[config.mk]
export PLATFORM = sky130hd
export DESIGN_NAME = word_mixing_one_at_a_time_hash
export DESIGN_NICKNAME = d
export VERILOG_FILES = /design/src/hw/rtl/wmh_pkg.sv /design/src/hw/rtl/wmh_in_stage.sv /design/src/hw/rtl/wmh_core.sv /design/src/hw/rtl/wmh_out_stage.sv /design/src/hw/rtl/word_mixing_one_at_a_time_hash.sv
export SDC_FILE = /design/constraint.sdc
export NUM_CORES = 1
export LEC_CHECK = 0
export ABC_AREA = 1
export BUFFER_PORTS_ARGS = -buffer_cell sky130_fd_sc_hd__buf_2
export CORE_MARGIN = 3
export CORE_UTILIZATION = 45
export DETAILED_ROUTE_END_ITERATION = 7
export PLACE_DENSITY = 0.61
export SLEW_MARGIN = 10
export SYNTH_ARGS = -nofsm -noshare
export SYNTH_HDL_FRONTEND = slang
export SYNTH_HIERARCHICAL = 1
export SYNTH_SLANG_ARGS = --single-unit
export TNS_END_PERCENT = 1
[constraint.sdc]
create_clock -name clk -period 5.8 [get_ports clk]
set_input_delay 0.58 -clock clk [delete_from_list [all_inputs] [get_ports clk]]
set_output_delay 0.58 -clock clk [all_outputs]
set_load 0.02 [all_outputs]
[src/hw/rtl/wmh_pkg.sv]
// types, constants and mixing functions shared by the word mixing hash
package wmh_pkg;

  localparam int unsigned MixShiftLeft    = 10;
  localparam int unsigned MixShiftRight   = 6;
  localparam int unsigned WhitenShiftA    = 3;
  localparam int unsigned WhitenShiftB    = 11;
  localparam int unsigned WhitenShiftC    = 15;
  localparam int unsigned LaneWidth       = 2;

  localparam logic MODE_BYTE  = 1'b0;
  localparam logic MODE_SHORT = 1'b1;

  localparam logic [LaneWidth:0] ADV_BYTE  = 3'd1;
  localparam logic [LaneWidth:0] ADV_SHORT = 3'd2;

  typedef struct packed {
    logic        first;
    logic [31:0] seed;
    logic [31:0] message_length;
    logic        element_valid;
    logic [15:0] element;
    logic        last;
  } in_beat_t;

  typedef struct packed {
    logic [31:0] hash_value;
    logic [31:0] whitened_value;
  } out_beat_t;

  // item held between the input register and the core
  typedef struct packed {
    logic        first;
    logic [31:0] first_hash;
    logic        element_valid;
    logic [15:0] element;
    logic        last;
  } wmh_item_t;

  function automatic logic [31:0] mix_word(input logic [31:0] h, input logic [31:0] w);
    logic [31:0] a;
    logic [31:0] b;
    a = h + w;
    b = a + (a << MixShiftLeft);
    return b ^ (b >> MixShiftRight);
  endfunction

  function automatic logic [31:0] whiten(input logic [31:0] h);
    logic [31:0] a;
    logic [31:0] b;
    a = h + (h << WhitenShiftA);
    b = a ^ (a >> WhitenShiftB);
    return b + (b << WhitenShiftC);
  endfunction

endpackage

[src/hw/rtl/wmh_in_stage.sv]
// input register; mixes seed with length ahead of the core
module wmh_in_stage (
  input  logic              clk,
  input  logic              rst,
  input  logic              in_valid,
  output logic              in_ready,
  input  wmh_pkg::in_beat_t in_data,
  output logic              item_valid,
  input  logic              item_ready,
  output wmh_pkg::wmh_item_t item
);
  import wmh_pkg::*;

  assign in_ready = !item_valid || item_ready;

  always_ff @(posedge clk) begin
    if (rst) begin
      item_valid <= 1'b0;
    end else if (in_ready) begin
      item_valid <= in_valid;
    end
  end

  always_ff @(posedge clk) begin
    if (in_valid && in_ready) begin
      item.first         <= in_data.first;
      item.first_hash    <= mix_word(in_data.seed, in_data.message_length);
      item.element_valid <= in_data.element_valid;
      item.element       <= in_data.element;
      item.last          <= in_data.last;
    end
  end

endmodule

[src/hw/rtl/wmh_core.sv]
// running hash state: packs elements into words and mixes full and tail words
module wmh_core (
  input  logic               clk,
  input  logic               rst,
  input  logic               mode_wr_en,
  input  logic               mode_wr_data,
  input  logic               item_valid,
  output logic               item_ready,
  input  wmh_pkg::wmh_item_t item,
  output logic               res_valid,
  input  logic               res_ready,
  output logic [31:0]        res_hash
);
  import wmh_pkg::*;

  logic                 element_mode;
  logic [31:0]          running_hash;
  logic [31:0]          word_buffer;
  logic [LaneWidth-1:0] lane_position;

  logic [31:0]          running_hash_next;
  logic [31:0]          word_buffer_next;
  logic [LaneWidth-1:0] lane_position_next;

  logic [31:0]          h0;
  logic [31:0]          wb0;
  logic [LaneWidth-1:0] lane0;
  logic [31:0]          elem32;
  logic [31:0]          wb1;
  logic [LaneWidth:0]   lane_sum;
  logic [LaneWidth-1:0] lane1;
  logic                 word_full;
  logic                 do_mix;
  logic [31:0]          mixed;
  logic                 fire;

  // a last item needs the result slot; other items pass freely
  assign item_ready = !item.last || !res_valid || res_ready;
  assign fire       = item_valid && item_ready;

  always_comb begin
    h0    = item.first ? item.first_hash : running_hash;
    wb0   = item.first ? 32'd0 : word_buffer;
    lane0 = item.first ? '0 : lane_position;

    if (element_mode == MODE_SHORT) begin
      elem32   = {16'd0, item.element};
      lane_sum = {1'b0, lane0} + ADV_SHORT;
    end else begin
      elem32   = {24'd0, item.element[7:0]};
      lane_sum = {1'b0, lane0} + ADV_BYTE;
    end

    if (item.element_valid) begin
      wb1       = wb0 | (elem32 << {lane0, 3'b000});
      word_full = lane_sum[LaneWidth];
      lane1     = word_full ? '0 : lane_sum[LaneWidth-1:0];
    end else begin
      wb1       = wb0;
      word_full = 1'b0;
      lane1     = lane0;
    end

    // a full word and a padded tail never both occur in one item
    do_mix = word_full || (item.last && (lane1 != '0));
    mixed  = do_mix ? mix_word(h0, wb1) : h0;

    running_hash_next = mixed;
    if (word_full || item.last) begin
      word_buffer_next   = 32'd0;
      lane_position_next = '0;
    end else begin
      word_buffer_next   = wb1;
      lane_position_next = lane1;
    end
  end

  always_ff @(posedge clk) begin
    if (rst) begin
      element_mode  <= MODE_BYTE;
      running_hash  <= 32'd0;
      word_buffer   <= 32'd0;
      lane_position <= '0;
      res_valid     <= 1'b0;
    end else begin
      if (mode_wr_en) begin
        element_mode <= mode_wr_data;
      end
      if (fire) begin
        running_hash  <= running_hash_next;
        word_buffer   <= word_buffer_next;
        lane_position <= lane_position_next;
      end
      if (fire && item.last) begin
        res_valid <= 1'b1;
      end else if (res_ready) begin
        res_valid <= 1'b0;
      end
    end
  end

  always_ff @(posedge clk) begin
    if (fire && item.last) begin
      res_hash <= running_hash_next;
    end
  end

endmodule

[src/hw/rtl/wmh_out_stage.sv]
// whitening finalizer and output register
module wmh_out_stage (
  input  logic               clk,
  input  logic               rst,
  input  logic               res_valid,
  output logic               res_ready,
  input  logic [31:0]        res_hash,
  output logic               out_valid,
  input  logic               out_ready,
  output wmh_pkg::out_beat_t out_data
);
  import wmh_pkg::*;

  assign res_ready = !out_valid || out_ready;

  always_ff @(posedge clk) begin
    if (rst) begin
      out_valid <= 1'b0;
    end else if (res_ready) begin
      out_valid <= res_valid;
    end
  end

  always_ff @(posedge clk) begin
    if (res_valid && res_ready) begin
      out_data.hash_value     <= res_hash;
      out_data.whitened_value <= whiten(res_hash);
    end
  end

endmodule

[src/hw/rtl/word_mixing_one_at_a_time_hash.sv]
// One-at-a-time word hash: streams byte or 16-bit elements (per element_mode,
// written through cfg_wr_en/cfg_wr_data; the user must write it only while
// idle, which the block does not enforce), packs them little-endian into
// 32-bit words and mixes each full word; a beat with last set mixes the
// zero-padded tail and returns the raw and whitened hash. One input beat is
// taken every cycle while no last beat waits for the result slot; the rate
// is set by the single mix step that feeds the running hash back in the core
// stage. Results pass the input register, core and whitening output register.
module word_mixing_one_at_a_time_hash (
  input  logic               clk,
  input  logic               rst,
  input  logic               cfg_wr_en,
  input  logic               cfg_wr_data,
  input  logic               in_valid,
  output logic               in_ready,
  input  wmh_pkg::in_beat_t  in_data,
  output logic               out_valid,
  input  logic               out_ready,
  output wmh_pkg::out_beat_t out_data
);
  import wmh_pkg::*;

  wmh_item_t   item;
  logic        item_valid;
  logic        item_ready;
  logic        res_valid;
  logic        res_ready;
  logic [31:0] res_hash;

  wmh_in_stage u_in (
    .clk        (clk),
    .rst        (rst),
    .in_valid   (in_valid),
    .in_ready   (in_ready),
    .in_data    (in_data),
    .item_valid (item_valid),
    .item_ready (item_ready),
    .item       (item)
  );

  wmh_core u_core (
    .clk          (clk),
    .rst          (rst),
    .mode_wr_en   (cfg_wr_en),
    .mode_wr_data (cfg_wr_data),
    .item_valid   (item_valid),
    .item_ready   (item_ready),
    .item         (item),
    .res_valid    (res_valid),
    .res_ready    (res_ready),
    .res_hash     (res_hash)
  );

  wmh_out_stage u_out (
    .clk       (clk),
    .rst       (rst),
    .res_valid (res_valid),
    .res_ready (res_ready),
    .res_hash  (res_hash),
    .out_valid (out_valid),
    .out_ready (out_ready),
    .out_data  (out_data)
  );

endmodule

==> results of run 1 <==
layout make-up:
class                   count  area (µm²)
fillers                  3935       19380
multi-input cells        1946       11150
flip-flops and latches    217        5816
inverters                 353        1329
repair buffers            167       879.6
clock buffers              33       728.2
well taps                 525       656.9
clock inverters            15       153.9
synth_stat cells (9+ instances only):
cell type    n  area (µm²)
a21o_1       9       67.56
a21oi_1    195       975.9
a21oi_2      9       78.83
a31oi_1      9       56.30
buf_2       11       55.05
clkbuf_1    27       101.4
dfxtp_1     70        1401
edfxtp_1   147        4414
ha_1       146        1827
inv_1      335        1257
inv_2       16       60.06
nand2_1    772        2898
nand2_2     48       300.3
nand2_4     11       123.9
nand3_1    152       760.7
nand3_2     26       260.3
nand4_1     23       143.9
nor2_1     135       506.7
nor2_2      12       75.07
nor3_1      17       85.08
o21ai_0    124       620.6
o21ai_1     20       100.1
o21bai_1    12       90.09
o221ai_1     9       78.83
xnor2_1     35       306.5
xor2_1     103       902.1
xor2_2      10       162.7
per-stage QoR:
stage | hold WS [ps] | setup slack [ps] | total power [mW] | std cells
global route | 199.4 | 3.250 | 10.62 | 3256
detailed placement | 455.5 | 340.3 | 8.116 | 3208
floorplan | 430.7 | 931.8 | 6.567 | 2562
CTS | 201.2 | 328.7 | 9.806 | 3256
finish | 221.4 | 425.9 | 9.829 | 3256
global placement | 451.3 | 342.0 | 8.087 | 3208
metal layers:
metal	vias up	GRT usage, %	wire length (µm)
met5	-	0	11
met4	2	6.097	1352
met3	74	4.113	4116
met2	564	40.05	24650
met1	7923	35.98	25920
li1	8695	-	-
worst max-delay path: stages (launching register included):
cell      delay, ps
edfxtp_1        410
inv_2           120
nand2_4         140
o21ai_0         510
o21ai_0         260
ha_1            420
nand2_1         170
inv_1            80
nand2_1          60
nand2_1          60
a21oi_1         150
nand2_2         160
a31o_2          270
a31oi_1         230
xnor2_1         200
ha_1            380
a21oi_1         190
inv_1            80
a31oi_1         330
nor3_1          110
nor2_1          340
nand2_1          90
nand2_1         120
nand3_1          80
nand2_1         100
nand3_1          70
nand2_1         100
inv_1            40
repair_timing:
action | in CTS | in global routing
setup buffers | 0 | 0
resized for setup | 0 | 9
endpoints found under the setup margin | 0 | 27
power breakdown:
group          internal (mW)  leakage, nW  switching, mW  total [mW]
clock                  0.985        0.426          0.658        1.64
combinational           2.00         7.95           3.91        5.91
sequential              2.16         1.95          0.114        2.28
total                   5.14         10.3           4.69        9.83
logic make-up after synthesis:
family / after synthesis
flops: 217
mux: 2
buf+inv: 399
simple gates: 1230
compound gates: 410
fa+ha+maj: 152
xor+xnor: 152
worst max-delay path by stage:
stage | slack, ps | start | to | cells past startpoint
2_1_floorplan | 930 | u_in/item[50] | u_core/res_hash[24] | 35
3_3_place_gp | 340 | u_in/item[50] | u_core/running_hash[25] | 27
3_5_place_dp | 340 | u_in/item[50] | u_core/res_hash[24] | 29
4_1_cts | 330 | u_in/item[50] | u_core/res_hash[24] | 29
5_1_grt | 3 | u_in/item[50] | u_core/res_hash[24] | 35
6_report | 430 | u_in/item[50] | u_core/running_hash[25] | 27
registers in the layout, indices dropped and copies added (netlist names):
| register | count |
|---|---|
| u_out/out_valid | 1 |
| u_out/out_data | 64 |
| u_in/item_valid | 1 |
| u_core/word_buffer | 32 |
| u_core/lane_position | 2 |
| u_core/element_mode | 1 |
| u_core/res_hash | 32 |
| u_core/res_valid | 1 |
| u_in/item | 51 |
| u_core/running_hash | 32 |
==> impl_metrics.tcl, run 1 <==
set metrics [dict create \
    outcome "completed" \
    first_pass_iters 8 \
    cts_hold_buf 0 \
    synth_nets 2803 \
    grt_overflow 0 \
    fin_crit_ps 5374 \
    clk_pin_slew_ps 60 \
    r2r_cells 27 \
    slew_violations 0 \
    rsz0062_at_grt "false" \
    holdPathEnd "u_in/item[4]" \
    route.vias.total 17260 \
    p_per_area_mw_per_mm2 474.5 \
    fp-row-count 73 \
    rr_endpoint "u_core/running_hash[25]" \
    slew_headroom_pct 21.30 \
    wl_per_cell_um 17.21 \
    ys_ff_latch 217 \
    netlist_instances 2562 \
    cts_buffers 26 \
    synth.avg_cell_area_um2 7.209 \
    antenna_found_initial 4 \
    yosys.area_share.xor_xnor_pct 7.838 \
    final_cell_mix "nand2_1 (770), inv_1 (335), a21oi_1 (193)" \
    fp.dieH_um 208.6 \
    max_freq_ghz 0.1861 \
    hp-class "in -> reg" \
    dr.first_iter.drc_count 1486 \
    syn2layout_area_growth_pct 12.15 \
    clock_latency_ps 540 \
    drt_wl_total_mm 56.05 \
    start_kind "flop" \
    initial_utilization_pct 46.06 \
    dpl_cell_area_mm2 0.01980 \
    fin_nets 2952 \
    io_buffers 154 \
    drc 0 \
    ir_worst_vdd_v 0.0002725 \
    gp_routability_congestion 1.013 \
    async_flop_share_pct 0 \
    synth_compound_area_share_pct 12.21 \
    crit_type "reg -> reg" \
    drive_gt1_share_pct 13.73 \
    required_ps 6230 \
    tightest_slew_ps 1179 \
    final_util_pct 51.66 \
    tritoncts "built" \
    grt_pass1_vias 16070 \
    grt_pass1_wl_mm 88.11 \
    grt_max_degree 76 \
    fin_area_mm2 0.02071 \
    ys.flop_type "edfxtp_1" \
    setup_violations 0 \
    synth_adder_area_share_pct 10.54 \
    min_delay_path_depth 1 \
    ys_types 60 \
    clockBufferDepth 3 \
    holdCritStartpoint "in_data[4]" \
    hold_viol 0 \
    dieArea_mm2 0.04351 \
    crit_path_end_kind "flop" \
    core-area_mm2 0.04010 \
    tns_ps 0 \
    ff2ff_setup_slack_ps 430 \
    p_leak_nw 10.33 \
    synth_mux_area_share_pct 0.1084 \
    clkSinkCount 217 \
    die_w_um 208.6 \
    drtAntennaViolNets 0 \
    ios 155 \
    globalRouteTotalUtil_pct 25.17 \
    crit_arrival_ps 5800 \
    n_antenna_cell 0 \
    worst-path-max-fanout 20 \
    dp_hpwl_mm 46.08 \
    yosys.area_share.simple_pct 29.43 \
    yosys_warnings 6 \
    synth_edf_count 147 \
    r2r_start "u_in/item[50]" \
    synth_top_family_by_area "simple AND/OR/NAND/NOR gates" \
    period_share_pct 92.66 \
    viasPerCell 5.300 \
    root_buffer "clkbuf_16" \
    cap_violations 0 \
    skew_ps 21.19 \
    synth_area_mm2 0.01847 \
    ys_seq_area_share_pct 31.49 \
    final_common_cell "nand2_1" \
    h-tree-depth 1 \
]
No activity file was read; power rests on OpenSTA's default activity.
==> inputs of run 2 (changes only) <==
--- a/config.mk
+++ b/config.mk
@@ -7,9 +7,11 @@
 export LEC_CHECK = 0
 export ABC_AREA = 1
 export BUFFER_PORTS_ARGS = -buffer_cell sky130_fd_sc_hd__buf_2
+export CORE_ASPECT_RATIO = 0.6
 export CORE_MARGIN = 3
 export CORE_UTILIZATION = 45
 export DETAILED_ROUTE_END_ITERATION = 7
+export MAX_ROUTING_LAYER = met4
 export PLACE_DENSITY = 0.61
 export SLEW_MARGIN = 10
 export SYNTH_ARGS = -nofsm -noshare
==> run 2 against run 1 <==
Total power up 4.4%. First-iteration DRC count up 39%. Design area about the same. Clock-buffer cell count down 5. Clock skew up 3.2 ps. Highest routed layer is now met4.
==> impl_metrics.tcl, run 2 (synthesis results as in run 1) <==
set metrics [dict create \
    h-tree-depth 1 \
    period_share_pct 94.63 \
    grt_overflow 0 \
    dieArea_mm2 0.04359 \
    clk_pin_slew_ps 60 \
    syn2layout_area_growth_pct 12.23 \
    cap_violations 0 \
    root_buffer "clkbuf_16" \
    drtAntennaViolNets 0 \
    grt_max_degree 76 \
    largest_register "u_out/out_data" \
    fin_nets 2964 \
    clockBufferDepth 3 \
    fp.dieH_um 162.9 \
    ios 155 \
    cts_buffers 22 \
    grt_pass1_vias 16190 \
    n_antenna_cell 0 \
    core-area_mm2 0.03980 \
    route.vias.total 17700 \
    tightest_slew_ps 1069 \
    fin_crit_ps 5489 \
    setup_violations 0 \
    cpPeakStageDelay_ps 550 \
    dp_hpwl_mm 53.02 \
    crit_slowest_cell "o21ai_0" \
    largest_reg_flops 64 \
    hp-class "in -> reg" \
    final_common_cell "nand2_1" \
    tritoncts "built" \
    final_cell_mix "nand2_1 (770), inv_1 (334), a21oi_1 (193)" \
    p_leak_nw 10.37 \
    fp-row-count 56 \
    wl_per_cell_um 19.66 \
    drive_gt1_share_pct 14.13 \
    whs_ps 216.5 \
    drc 0 \
    crit_path_end_kind "flop" \
    required_ps 6040 \
    dr.first_iter.drc_count 2068 \
    path_buf_inv 5 \
    critPathTopFamily "simple AND/OR/NAND/NOR gates" \
    crit_arrival_ps 5730 \
    initial_utilization_pct 46.41 \
    gp_routability_congestion 1.017 \
    ir_worst_vdd_v 0.0002606 \
    viasPerCell 5.428 \
    die_w_um 267.6 \
    rsz0062_at_grt "false" \
    tns_ps 0 \
    grt_pass1_wl_mm 96.34 \
    start_kind "flop" \
    globalRouteTotalUtil_pct 30.07 \
    cts_hold_buf 0 \
    max_freq_ghz 0.1822 \
    io_buffers 154 \
    power_mw 10.26 \
    top_regs "u_out/out_data x64, u_in/item x51" \
    slew_headroom_pct 27.96 \
    antenna_found_initial 0 \
    outcome "completed" \
    skew_ps 24.36 \
    clkSinkCount 217 \
    first_pass_iters 6 \
    slew_violations 0 \
    crit_type "reg -> reg" \
    p_per_area_mw_per_mm2 495.0 \
    clock_latency_ps 540 \
    worst-path-max-fanout 43 \
    hold_viol 0 \
    drt_wl_total_mm 64.11 \
]
==> run 2: area by class of cell <==
class                   instances  area [µm²]
clock buffers                  28       614.3
clock inverters                12       136.4
fillers                      3922       19070
inverters                     353        1328
multi-input cells            1946       11180
flip-flops and latches        217        5816
well taps                     522       653.1
repair buffers                183        1005
==> run 2: power breakdown <==
part	internal, mW	total [mW]	switching [mW]
registers	2.16	2.30	0.142
clock network	0.884	1.51	0.629
logic	2.07	6.44	4.38
==> run 2: final timing paths <==
kind / startpoint / endpoint / slack [ps] / cells after the start
hold reg to reg: u_core/word_buffer[22] / u_core/word_buffer[22] / 460 / 2
hold / removal: in_data[8] / u_in/item[8] / 220 / 1
setup / recovery: u_in/item[50] / u_core/res_hash[13] / 310 / 25
setup reg to reg: u_in/item[50] / u_core/res_hash[13] / 310 / 25
==> run 2: metrics by stage <==
stage | utilization (%) | worst slack, ps | cells | area [µm²]
after floorplan | - | 931.8 | 2562 | 18470
after global placement | 50.03 | 205.8 | 3219 | 19910
after detailed placement | 50.03 | 192.2 | 3219 | 19910
after CTS | 51.91 | 141.5 | 3259 | 20660
after global routing | 52.09 | 13.07 | 3261 | 20730
final | 52.09 | 311.2 | 3261 | 20730
==> run 2: metal layers <==
metal | up-vias | global-route usage, % | share of wire (%)
met4 | 0 | 3.540 | 1.0
met2 | 649 | 37.19 | 36
met3 | 37 | 10.03 | 12
met1 | 8305 | 47.05 | 51
li1 | 8710 | - | -
met5 | - | - | 0
==> run 2: timing repair <==
item,in CTS,in global routing
buffers inserted,0,2
setup endpoints to repair,0,44
gates resized for setup,0,17
